===== src/hdl/pfx_pkg.sv =====
`timescale 1ns / 1ps

package pfx_pkg;

	localparam int WORD_W = 32;
	localparam int STEP_W = 5;

	localparam logic [WORD_W-1:0] ALL_ONES = '1;

	// character codes
	localparam logic [7:0] CH_ZERO  = 8'h30;
	localparam logic [7:0] CH_NINE  = 8'h39;
	localparam logic [7:0] CH_PLUS  = 8'h2B;
	localparam logic [7:0] CH_MINUS = 8'h2D;
	localparam logic [7:0] CH_STAR  = 8'h2A;
	localparam logic [7:0] CH_SLASH = 8'h2F;

	typedef enum logic [1:0] {
		ST_OK    = 2'd0,
		ST_UNDER = 2'd1,
		ST_OVER  = 2'd2,
		ST_DIVZ  = 2'd3
	} status_t;

	typedef enum logic [3:0] {
		S_IDLE,
		S_FLUSH,
		S_POP_R,
		S_POP_L,
		S_EXEC,
		S_DIV,
		S_FIX,
		S_PUSH,
		S_POP_F,
		S_REPORT
	} state_t;

	function automatic logic is_digit(input logic [7:0] c);
		return (c >= CH_ZERO) && (c <= CH_NINE);
	endfunction

	function automatic logic is_op(input logic [7:0] c);
		return (c == CH_PLUS) || (c == CH_MINUS) || (c == CH_STAR) || (c == CH_SLASH);
	endfunction

endpackage


===== src/hdl/pfx_if.sv =====
`timescale 1ns / 1ps

// character channel
interface pfx_in_if;
	logic       valid;
	logic       ready;
	logic [7:0] char_code;
	logic       end_of_expression;

	modport source (output valid, output char_code, output end_of_expression, input ready);
	modport sink   (input valid, input char_code, input end_of_expression, output ready);
endinterface

// result channel
interface pfx_out_if;
	logic               valid;
	logic               ready;
	logic signed [31:0] value;
	logic [1:0]         status;

	modport source (output valid, output value, output status, input ready);
	modport sink   (input valid, input value, input status, output ready);
endinterface


===== src/hdl/pfx_ram.sv =====
`timescale 1ns / 1ps

// simple dual-port RAM, one write and one registered read port
module pfx_ram #(
	parameter int WIDTH = 32,
	parameter int DEPTH = 32
) (
	input  logic                     clk,
	input  logic                     wr_en,
	input  logic [$clog2(DEPTH)-1:0] wr_addr,
	input  logic [WIDTH-1:0]         wr_data,
	input  logic                     rd_en,
	input  logic [$clog2(DEPTH)-1:0] rd_addr,
	output logic [WIDTH-1:0]         rd_data
);

	logic [WIDTH-1:0] mem [DEPTH];

	always_ff @(posedge clk) begin
		if (wr_en) begin
			mem[wr_addr] <= wr_data;
		end
		if (rd_en) begin
			rd_data <= mem[rd_addr];
		end
	end

endmodule


===== src/hdl/postfix_expression_evaluator_top.sv =====
`timescale 1ns / 1ps
// Postfix evaluator: one character per transfer, operand stack in a RAM.
// The 32-step restoring divider on the shared adder makes '/' with a nonzero
// divisor the worst case. The end flag adds a final pop and a report, plus any
// wait for the result register to drain. arst_n clears stack count, number run,
// status and result valid; stack RAM is not cleared.
module postfix_expression_evaluator_top #(
	parameter int STACK_DEPTH = 32
) (
	input  logic        clk,
	input  logic        arst_n,
	pfx_in_if.sink      expr,
	pfx_out_if.source   result
);

	localparam int AW = (STACK_DEPTH > 1) ? $clog2(STACK_DEPTH) : 1;
	localparam int CW = $clog2(STACK_DEPTH + 1);
	localparam int W  = pfx_pkg::WORD_W;

	localparam logic [CW-1:0] CNT_FULL = CW'(STACK_DEPTH);

	// control state
	pfx_pkg::state_t  state_q, state_d;
	pfx_pkg::status_t err_q;
	logic [CW-1:0]    cnt_q;
	logic             innum_q;
	logic             out_valid_q;

	// datapath registers
	logic [W-1:0]     acc_q;
	logic [7:0]       char_q;
	logic             last_q;
	logic             hit_q;       // last pop found an entry
	logic [W-1:0]     rhs_q;
	logic [W-1:0]     res_q;
	logic [W-1:0]     rem_q;
	logic [W-1:0]     quo_q;       // dividend shifts out, quotient shifts in
	logic [W-1:0]     mb_q;
	logic             neg_q;
	logic [pfx_pkg::STEP_W-1:0] step_q;
	logic [W-1:0]     out_value_q;
	logic [1:0]       out_status_q;

	// control outputs
	logic             expr_rdy;
	logic             push_req, pop_req;
	logic [W-1:0]     push_data;
	logic             err_set;
	pfx_pkg::status_t err_code;
	logic             out_load;

	// shared adder / subtractor
	logic [W:0]       alu_a, alu_b;
	logic             alu_sub;
	logic [W+1:0]     alu_y;

	logic             accept, full, empty, push_ok, pop_ok;
	logic [CW-1:0]    cnt_dec;
	logic [W-1:0]     rd_data, lhs_w, mul_lo, acc_next, lhs_mag, rhs_mag;
	logic [W:0]       div_sh;
	logic             div_ge;

	assign accept  = expr.valid && expr_rdy;
	assign full    = (cnt_q == CNT_FULL);
	assign empty   = (cnt_q == '0);
	assign push_ok = push_req && !full;
	assign pop_ok  = pop_req && !empty;
	assign cnt_dec = cnt_q - CW'(1);

	assign alu_y = {1'b0, alu_a} + (alu_sub ? ~{1'b0, alu_b} : {1'b0, alu_b})
		+ (W+2)'(alu_sub);

	// empty pop reads as all ones
	assign lhs_w  = hit_q ? rd_data : pfx_pkg::ALL_ONES;
	assign mul_lo = lhs_w * rhs_q;

	// acc * 10 + digit
	assign acc_next = {acc_q[W-4:0], 3'b000} + {acc_q[W-2:0], 1'b0}
		+ W'(expr.char_code - pfx_pkg::CH_ZERO);

	assign lhs_mag = lhs_w[W-1] ? (W'(0) - lhs_w) : lhs_w;
	assign rhs_mag = rhs_q[W-1] ? (W'(0) - rhs_q) : rhs_q;

	// restoring step: bring down next dividend bit, trial subtract
	assign div_sh = {rem_q, quo_q[W-1]};
	assign div_ge = !alu_y[W+1];

	pfx_ram #(
		.WIDTH (W),
		.DEPTH (STACK_DEPTH)
	) u_stack (
		.clk     (clk),
		.wr_en   (push_ok),
		.wr_addr (cnt_q[AW-1:0]),
		.wr_data (push_data),
		.rd_en   (pop_ok),
		.rd_addr (cnt_dec[AW-1:0]),
		.rd_data (rd_data)
	);

	// next state
	always_comb begin
		state_d = state_q;
		unique case (state_q)
			pfx_pkg::S_IDLE: begin
				if (accept) begin
					if (pfx_pkg::is_digit(expr.char_code)) begin
						state_d = expr.end_of_expression ? pfx_pkg::S_FLUSH : pfx_pkg::S_IDLE;
					end else begin
						state_d = pfx_pkg::S_FLUSH;
					end
				end
			end
			pfx_pkg::S_FLUSH: begin
				if (pfx_pkg::is_op(char_q)) begin
					state_d = pfx_pkg::S_POP_R;
				end else begin
					state_d = last_q ? pfx_pkg::S_POP_F : pfx_pkg::S_IDLE;
				end
			end
			pfx_pkg::S_POP_R: state_d = pfx_pkg::S_POP_L;
			pfx_pkg::S_POP_L: state_d = pfx_pkg::S_EXEC;
			pfx_pkg::S_EXEC: begin
				if (char_q == pfx_pkg::CH_SLASH && rhs_q != '0) begin
					state_d = pfx_pkg::S_DIV;
				end else begin
					state_d = pfx_pkg::S_PUSH;
				end
			end
			pfx_pkg::S_DIV: begin
				if (step_q == '0) begin
					state_d = pfx_pkg::S_FIX;
				end
			end
			pfx_pkg::S_FIX:   state_d = pfx_pkg::S_PUSH;
			pfx_pkg::S_PUSH:  state_d = last_q ? pfx_pkg::S_POP_F : pfx_pkg::S_IDLE;
			pfx_pkg::S_POP_F: state_d = pfx_pkg::S_REPORT;
			pfx_pkg::S_REPORT: begin
				if (out_load) begin
					state_d = pfx_pkg::S_IDLE;
				end
			end
			default: state_d = pfx_pkg::S_IDLE;
		endcase
	end

	// control outputs
	always_comb begin
		expr_rdy  = 1'b0;
		push_req  = 1'b0;
		push_data = acc_q;
		pop_req   = 1'b0;
		alu_a     = '0;
		alu_b     = '0;
		alu_sub   = 1'b0;
		err_set   = 1'b0;
		err_code  = pfx_pkg::ST_OK;
		out_load  = 1'b0;
		unique case (state_q)
			pfx_pkg::S_IDLE:  expr_rdy = 1'b1;
			pfx_pkg::S_FLUSH: begin
				push_req  = innum_q;
				push_data = acc_q;
			end
			pfx_pkg::S_POP_R, pfx_pkg::S_POP_L, pfx_pkg::S_POP_F: pop_req = 1'b1;
			pfx_pkg::S_EXEC: begin
				alu_a   = {1'b0, lhs_w};
				alu_b   = {1'b0, rhs_q};
				alu_sub = (char_q == pfx_pkg::CH_MINUS);
				if (char_q == pfx_pkg::CH_SLASH && rhs_q == '0) begin
					err_set  = 1'b1;
					err_code = pfx_pkg::ST_DIVZ;
				end
			end
			pfx_pkg::S_DIV: begin
				alu_a   = div_sh;
				alu_b   = {1'b0, mb_q};
				alu_sub = 1'b1;
			end
			pfx_pkg::S_FIX: begin
				// negate quotient when operand signs differ
				alu_a   = '0;
				alu_b   = {1'b0, quo_q};
				alu_sub = neg_q;
			end
			pfx_pkg::S_PUSH: begin
				push_req  = 1'b1;
				push_data = res_q;
			end
			pfx_pkg::S_REPORT: out_load = !out_valid_q || result.ready;
			default: ;
		endcase
		if (push_req && full) begin
			err_set  = 1'b1;
			err_code = pfx_pkg::ST_OVER;
		end
		if (pop_req && empty) begin
			err_set  = 1'b1;
			err_code = pfx_pkg::ST_UNDER;
		end
	end

	// control registers
	always_ff @(posedge clk or negedge arst_n) begin
		if (!arst_n) begin
			state_q     <= pfx_pkg::S_IDLE;
			err_q       <= pfx_pkg::ST_OK;
			cnt_q       <= '0;
			innum_q     <= 1'b0;
			acc_q       <= '0;
			out_valid_q <= 1'b0;
		end else begin
			state_q <= state_d;
			if (out_load) begin
				out_valid_q <= 1'b1;
			end else if (result.ready) begin
				out_valid_q <= 1'b0;
			end
			// first error since last report sticks
			if (out_load) begin
				err_q <= pfx_pkg::ST_OK;
			end else if (err_set && err_q == pfx_pkg::ST_OK) begin
				err_q <= err_code;
			end
			if (out_load) begin
				cnt_q <= '0;
			end else if (push_ok) begin
				cnt_q <= cnt_q + CW'(1);
			end else if (pop_ok) begin
				cnt_q <= cnt_dec;
			end
			if (accept && pfx_pkg::is_digit(expr.char_code)) begin
				acc_q   <= acc_next;
				innum_q <= 1'b1;
			end else if (state_q == pfx_pkg::S_FLUSH) begin
				acc_q   <= '0;
				innum_q <= 1'b0;
			end
		end
	end

	// datapath registers
	always_ff @(posedge clk) begin
		if (accept) begin
			char_q <= expr.char_code;
			last_q <= expr.end_of_expression;
		end
		if (pop_req) begin
			hit_q <= !empty;
		end
		if (state_q == pfx_pkg::S_POP_L) begin
			rhs_q <= lhs_w;
		end
		unique case (state_q)
			pfx_pkg::S_EXEC: begin
				priority if (char_q == pfx_pkg::CH_STAR) begin
					res_q <= mul_lo;
				end else if (char_q == pfx_pkg::CH_SLASH) begin
					res_q  <= '0;
					rem_q  <= '0;
					quo_q  <= lhs_mag;
					mb_q   <= rhs_mag;
					neg_q  <= lhs_w[W-1] ^ rhs_q[W-1];
					step_q <= '1;
				end else begin
					res_q <= alu_y[W-1:0];
				end
			end
			pfx_pkg::S_DIV: begin
				rem_q  <= div_ge ? alu_y[W-1:0] : div_sh[W-1:0];
				quo_q  <= {quo_q[W-2:0], div_ge};
				step_q <= step_q - pfx_pkg::STEP_W'(1);
			end
			pfx_pkg::S_FIX: res_q <= alu_y[W-1:0];
			default: ;
		endcase
		if (out_load) begin
			out_value_q  <= lhs_w;
			out_status_q <= err_q;
		end
	end

	assign expr.ready   = expr_rdy;
	assign result.valid = out_valid_q;
	assign result.value = out_value_q;
	assign result.status = out_status_q;

`ifndef ASSERT_OFF
	a_cnt_bound: assert property (@(posedge clk) disable iff (!arst_n)
		cnt_q <= CNT_FULL)
		else $error("stack count beyond depth");

	a_report_clears: assert property (@(posedge clk) disable iff (!arst_n)
		out_load |=> (cnt_q == '0) && (err_q == pfx_pkg::ST_OK) && !innum_q)
		else $error("state not cleared after report");

	a_rem_bound: assert property (@(posedge clk) disable iff (!arst_n)
		state_q == pfx_pkg::S_DIV |-> rem_q < mb_q)
		else $error("partial remainder not below divisor");

	a_div_exit: assert property (@(posedge clk) disable iff (!arst_n)
		(state_q == pfx_pkg::S_DIV && step_q == '0) |=> state_q == pfx_pkg::S_FIX)
		else $error("divider did not finish after last step");
`endif

endmodule


===== src/flat_wrapper.sv =====
// flat-port wrapper written by rule: the top's interface ports become plain ports
module postfix_expression_evaluator_top_flat 
#(
	parameter int STACK_DEPTH = 32
)
  (clk, arst_n, expr_valid, expr_char_code, expr_end_of_expression, expr_ready, result_valid, result_value, result_status, result_ready);
  pfx_in_if expr_i ();
  pfx_out_if result_i ();
  input  logic clk;
  input  logic arst_n;
  input wire logic [$bits(expr_i.valid)-1:0] expr_valid;
  input wire logic [$bits(expr_i.char_code)-1:0] expr_char_code;
  input wire logic [$bits(expr_i.end_of_expression)-1:0] expr_end_of_expression;
  output wire logic [$bits(expr_i.ready)-1:0] expr_ready;
  output wire logic [$bits(result_i.valid)-1:0] result_valid;
  output wire logic [$bits(result_i.value)-1:0] result_value;
  output wire logic [$bits(result_i.status)-1:0] result_status;
  input wire logic [$bits(result_i.ready)-1:0] result_ready;
  assign expr_i.valid = expr_valid;
  assign expr_i.char_code = expr_char_code;
  assign expr_i.end_of_expression = expr_end_of_expression;
  assign expr_ready = expr_i.ready;
  assign result_valid = result_i.valid;
  assign result_value = result_i.value;
  assign result_status = result_i.status;
  assign result_i.ready = result_ready;
  postfix_expression_evaluator_top #(.STACK_DEPTH(STACK_DEPTH)) u_core (.clk(clk), .arst_n(arst_n), .expr(expr_i), .result(result_i));
endmodule

===== config.mk =====
export PLATFORM = sky130hd
export DESIGN_NAME = postfix_expression_evaluator_top_flat
export DESIGN_NICKNAME = d
export VERILOG_FILES = /design/src/hdl/pfx_pkg.sv /design/src/hdl/pfx_if.sv /design/src/hdl/pfx_ram.sv /design/src/hdl/postfix_expression_evaluator_top.sv /design/src/flat_wrapper.sv
export SDC_FILE = /design/constraint.sdc
export NUM_CORES = 2
export LEC_CHECK = 0
export CORE_ASPECT_RATIO = 0.7
export CORE_MARGIN = 4
export CORE_UTILIZATION = 37
export CTS_BUF_LIST = sky130_fd_sc_hd__clkbuf_16
export CTS_CLUSTER_DIAMETER = 80
export DETAILED_ROUTE_END_ITERATION = 8
export DONT_BUFFER_PORTS = 1
export SLEW_MARGIN = 20
export SYNTH_ARGS = -nofsm -noshare
export SYNTH_HDL_FRONTEND = slang
export SYNTH_SLANG_ARGS = --single-unit

===== constraint.sdc =====
create_clock -name clk -period 21.6 [get_ports clk]
set_clock_uncertainty 0.2 [all_clocks]
set_input_delay 2.16 -clock clk [delete_from_list [all_inputs] [get_ports clk]]
set_output_delay 2.16 -clock clk [all_outputs]
set_load 0.005 [all_outputs]

==> results.md <==
- Run status: complete, no violations
- CP delay by family, top: adder cells
- Worst Tran Pin Value: around 1.1 ns
- Layout cells sized above 1: 0.155
- Crit end category: register
- Area contributors post-synth: edfxtp_1 53%, fa_1 12%, mux4_2 10%, ha_1 3.4%, and2_1 2.7%
- CTS tree: done
- Gates resized, CTS repair: 0
- Root Buffer Master: clkbuf_16
- Combinational family with the most area after synthesis: adder cells
- Vias: 41,575
- Design area: about 0.08 mm2
- CP Launch Type: register
- Largest net degree at the start of global routing: between 100 and 150
- Synth Area in Adders: 0.155
- Top cells by count, synth: 1,266 x edfxtp_1, 438 x fa_1, 436 x inv_1, 365 x nand2_1, 320 x mux4_2
- Simple-gate area share of the yosys netlist: 0.0745
- Synth Area in Compound Gates: 0.0462
- Post-synth EDFFs: 1,266
- Skew-Pair Late Insertion Delay: 0.77 ns
- Worst path cell trace: buf_4, nand2b_1, and2_1, fa_1, inv_1, fa_1, fa_1, fa_1, inv_1, fa_1, fa_1, fa_1, fa_1, ha_1, nand2_1, nor2_1, nand4_1, or2_2, o2111ai_1, o311ai_0, o21ai_0, xnor2_1, o21ai_0
- FF+latch count, synth: 1,312
- Slowest-stage cell, CP: nand2b_1
- H-tree Lvls: 4
- Slew Limit Headroom: 0.234
- Drt drc: 0
- Final core occ: 0.412
- Crit path arrival time: 8.84 ns
- Crit Path Max Fanout: 34
- Worst Path Class, Setup: reg -> reg
- Area Overhead vs Synth: 10.7%
- # port buffers: 0
- Top FF cell, synth: edfxtp_1
- DR iter-0 viols: 4,663
- CTS clk-pin slew, worst paths: about 0.070 ns
- Clock sink count: ~1,300
- DR vias/cell: ~5.5
- Chip width: ~540 um
- Die area: slightly above 0.2 mm2
- Cell area after synthesis: 0.0721 mm2
- Vias in the first global route: 41,479
- Drt first pass iters: 5
- Setup violators final: 0
- GRT Overall Usage: 0.194
- Top cell type's share of synthesized area: 0.528
- Buf/Inv on CP: 3
- GRT overflow: 0
- Drt total wl: about 200 mm
- Core ar.: 0.194 mm2
- DP Area: ~0.075 mm2
- Maxcap violations: 0
- Initial antenna violation count: 8
- Postcts setup bufs: 0
- Max incr delay on CP: approximately 0.70 ns
- Starting density of the core: 0.372
- Post-synthesis sequential area ratio: 0.543
- Async S/R FF share, synth: 0.0351
- # rows: approximately 140
- Syn avg cell area: roughly 15 um2
- Nets: between 5,000 and 6,000
- First-pass GRT wire length: between 200 and 300 mm
- Hold WC Path Type: reg -> reg
- Cell variety after synth: 83
- # IOs: slightly below 50
- Most common cell in the netlist: edfxtp_1
- Post-Synthesis Cells: 4,868
- Clk buf depth: 4
- Final Hold Vio Count: 0
- Post-DP HPWL: around 130 mm
- Max-slew violation count: 0
- FILL cells: 17,635
- Post-DRT Antenna Nets: 0
- Inserted Clock Buffers: between 100 and 150
- Post-layout min period: 8.56 ns
- Synth warnings: 0
- Mux cell area share after synthesis: 0.113
- Die H: approximately 380 um
- Post-synthesis xor/xnor area fraction: 0.0294
- Fin crit share: 0.396
- Hold Buf Count CTS: 0
- Syn nets: between 5,000 and 6,000
- WL/cell: between 20 and 30 um
- RSZ-0062 raised after global routing: no
- Final GP Congestion: about 0.88
- Final setup TNS: 0 ns
- Top cell by count, worst path: fa_1
- Yosys top cell by area: edfxtp_1
- F_max: between 0.1 and 0.15 GHz
- Required time of the critical path: 21.88 ns
-- stage by stage --
step / hold WS, ns / setup slack [ns] / std cells
floorplan: 0.224 / 13.78 / 4868
global placement: 0.270 / 13.24 / 7298
detailed placement: 0.262 / 13.09 / 7298
CTS: 0.294 / 13.09 / 7533
global route: 0.309 / 12.68 / 7535
finish: 0.289 / 13.04 / 7536
-- cell usage in the layout, fill, tap and decap left out, types with 9 or more instances in the layout --
cell type / netlist / routed
mux2i_1: 24 / 24
or3_1: 17 / 17
or2_2: 10 / 10
xnor2_1: 184 / 182
or4_1: 9 / 9
o21a_1: 13 / 13
mux2_2: 64 / 64
clkinv_2: 0 / 14
clkinv_1: 0 / 23
a22o_1: 60 / 60
dfrtp_1: 46 / 45
a21o_1: 51 / 51
buf_4: 1 / 106
nand3_1: 50 / 49
o31ai_1: 20 / 20
o21bai_1: 10 / 10
ha_1: 194 / 193
nand2_1: 365 / 365
xor2_1: 58 / 57
nor2b_1: 13 / 10
mux4_2: 320 / 320
nand4_1: 10 / 10
o22ai_1: 10 / 10
a31oi_1: 15 / 15
nor4_1: 10 / 9
edfxtp_1: 1266 / 1266
nor2_1: 116 / 90
fa_1: 438 / 438
o21ai_0: 136 / 135
inv_1: 436 / 464
nor2_4: 0 / 26
nand2b_1: 57 / 49
clkbuf_16: 0 / 141
a21oi_1: 116 / 115
nor3_1: 37 / 31
and2_1: 314 / 314
bufinv_16: 0 / 10
-- per-layer routing --
metal / routed length [um] / GRT usage / up-vias / share of wire
li1: - / - / 17493 / -
met2: 80800 / 0.266 / 1807 / 0.41
met1: 94300 / 0.313 / 22045 / 0.48
met4: 3330 / 0.0342 / 0 / 0.017
met5: 0 / 0 / - / 0
met3: 18400 / 0.0453 / 230 / 0.094
-- cell families after synthesis --
family / after synthesis
AOI/OAI and AO/OA: 506
buffers and inverters: 718
and+or+nand+nor: 1050
DFF: 1312
muxes: 408
adders and majority gates: 632
xor gates and xnor gates: 242
-- state kept, by name, indices dropped and copies added, names as in the netlist, 5 cells and up --
signal                  flops
u_core.mb_q                32
u_core.cnt_q                6
u_core.char_q               8
u_core.step_q               5
u_core.result.value        32
u_core.u_stack.mem       1024
u_core.quo_q               32
u_core.rem_q               32
u_core.rhs_q               32
u_core.acc_q               32
u_core.u_stack.rd_data     32
u_core.res_q               32
-- path summary, 6_finish.rpt --
kind,startpoint,to,slack (ns),cells past startpoint
hold reg to reg,u_core.last_q,u_core.state_q[3],0.29,1
setup / recovery,u_core.hit_q,u_core.res_q[30],13.04,23
min in group asynchronous,arst_n,u_core.result.valid,0.94,0
setup reg to reg,u_core.hit_q,u_core.res_q[30],13.04,23
max in group asynchronous,arst_n,u_core.acc_q[28],20.07,0
hold / removal,u_core.last_q,u_core.state_q[3],0.29,1
-- cell type report --
cell class                 count  area [um2]  share of cell area
antenna                        1        2.50           0.0000314
clock buffer                 141        3530              0.0442
clock inverter                94         742             0.00930
inverter                     437        1640              0.0206
multi-input combinational   2838       30600               0.383
sequential                  1312       39200               0.491
tap                         2603        3260              0.0408
timing repair buffer         110         871              0.0109
Power is left out: the tool's default activity adds up to more than one toggle a clock period on the data nets, which glitch-free logic cannot reach.
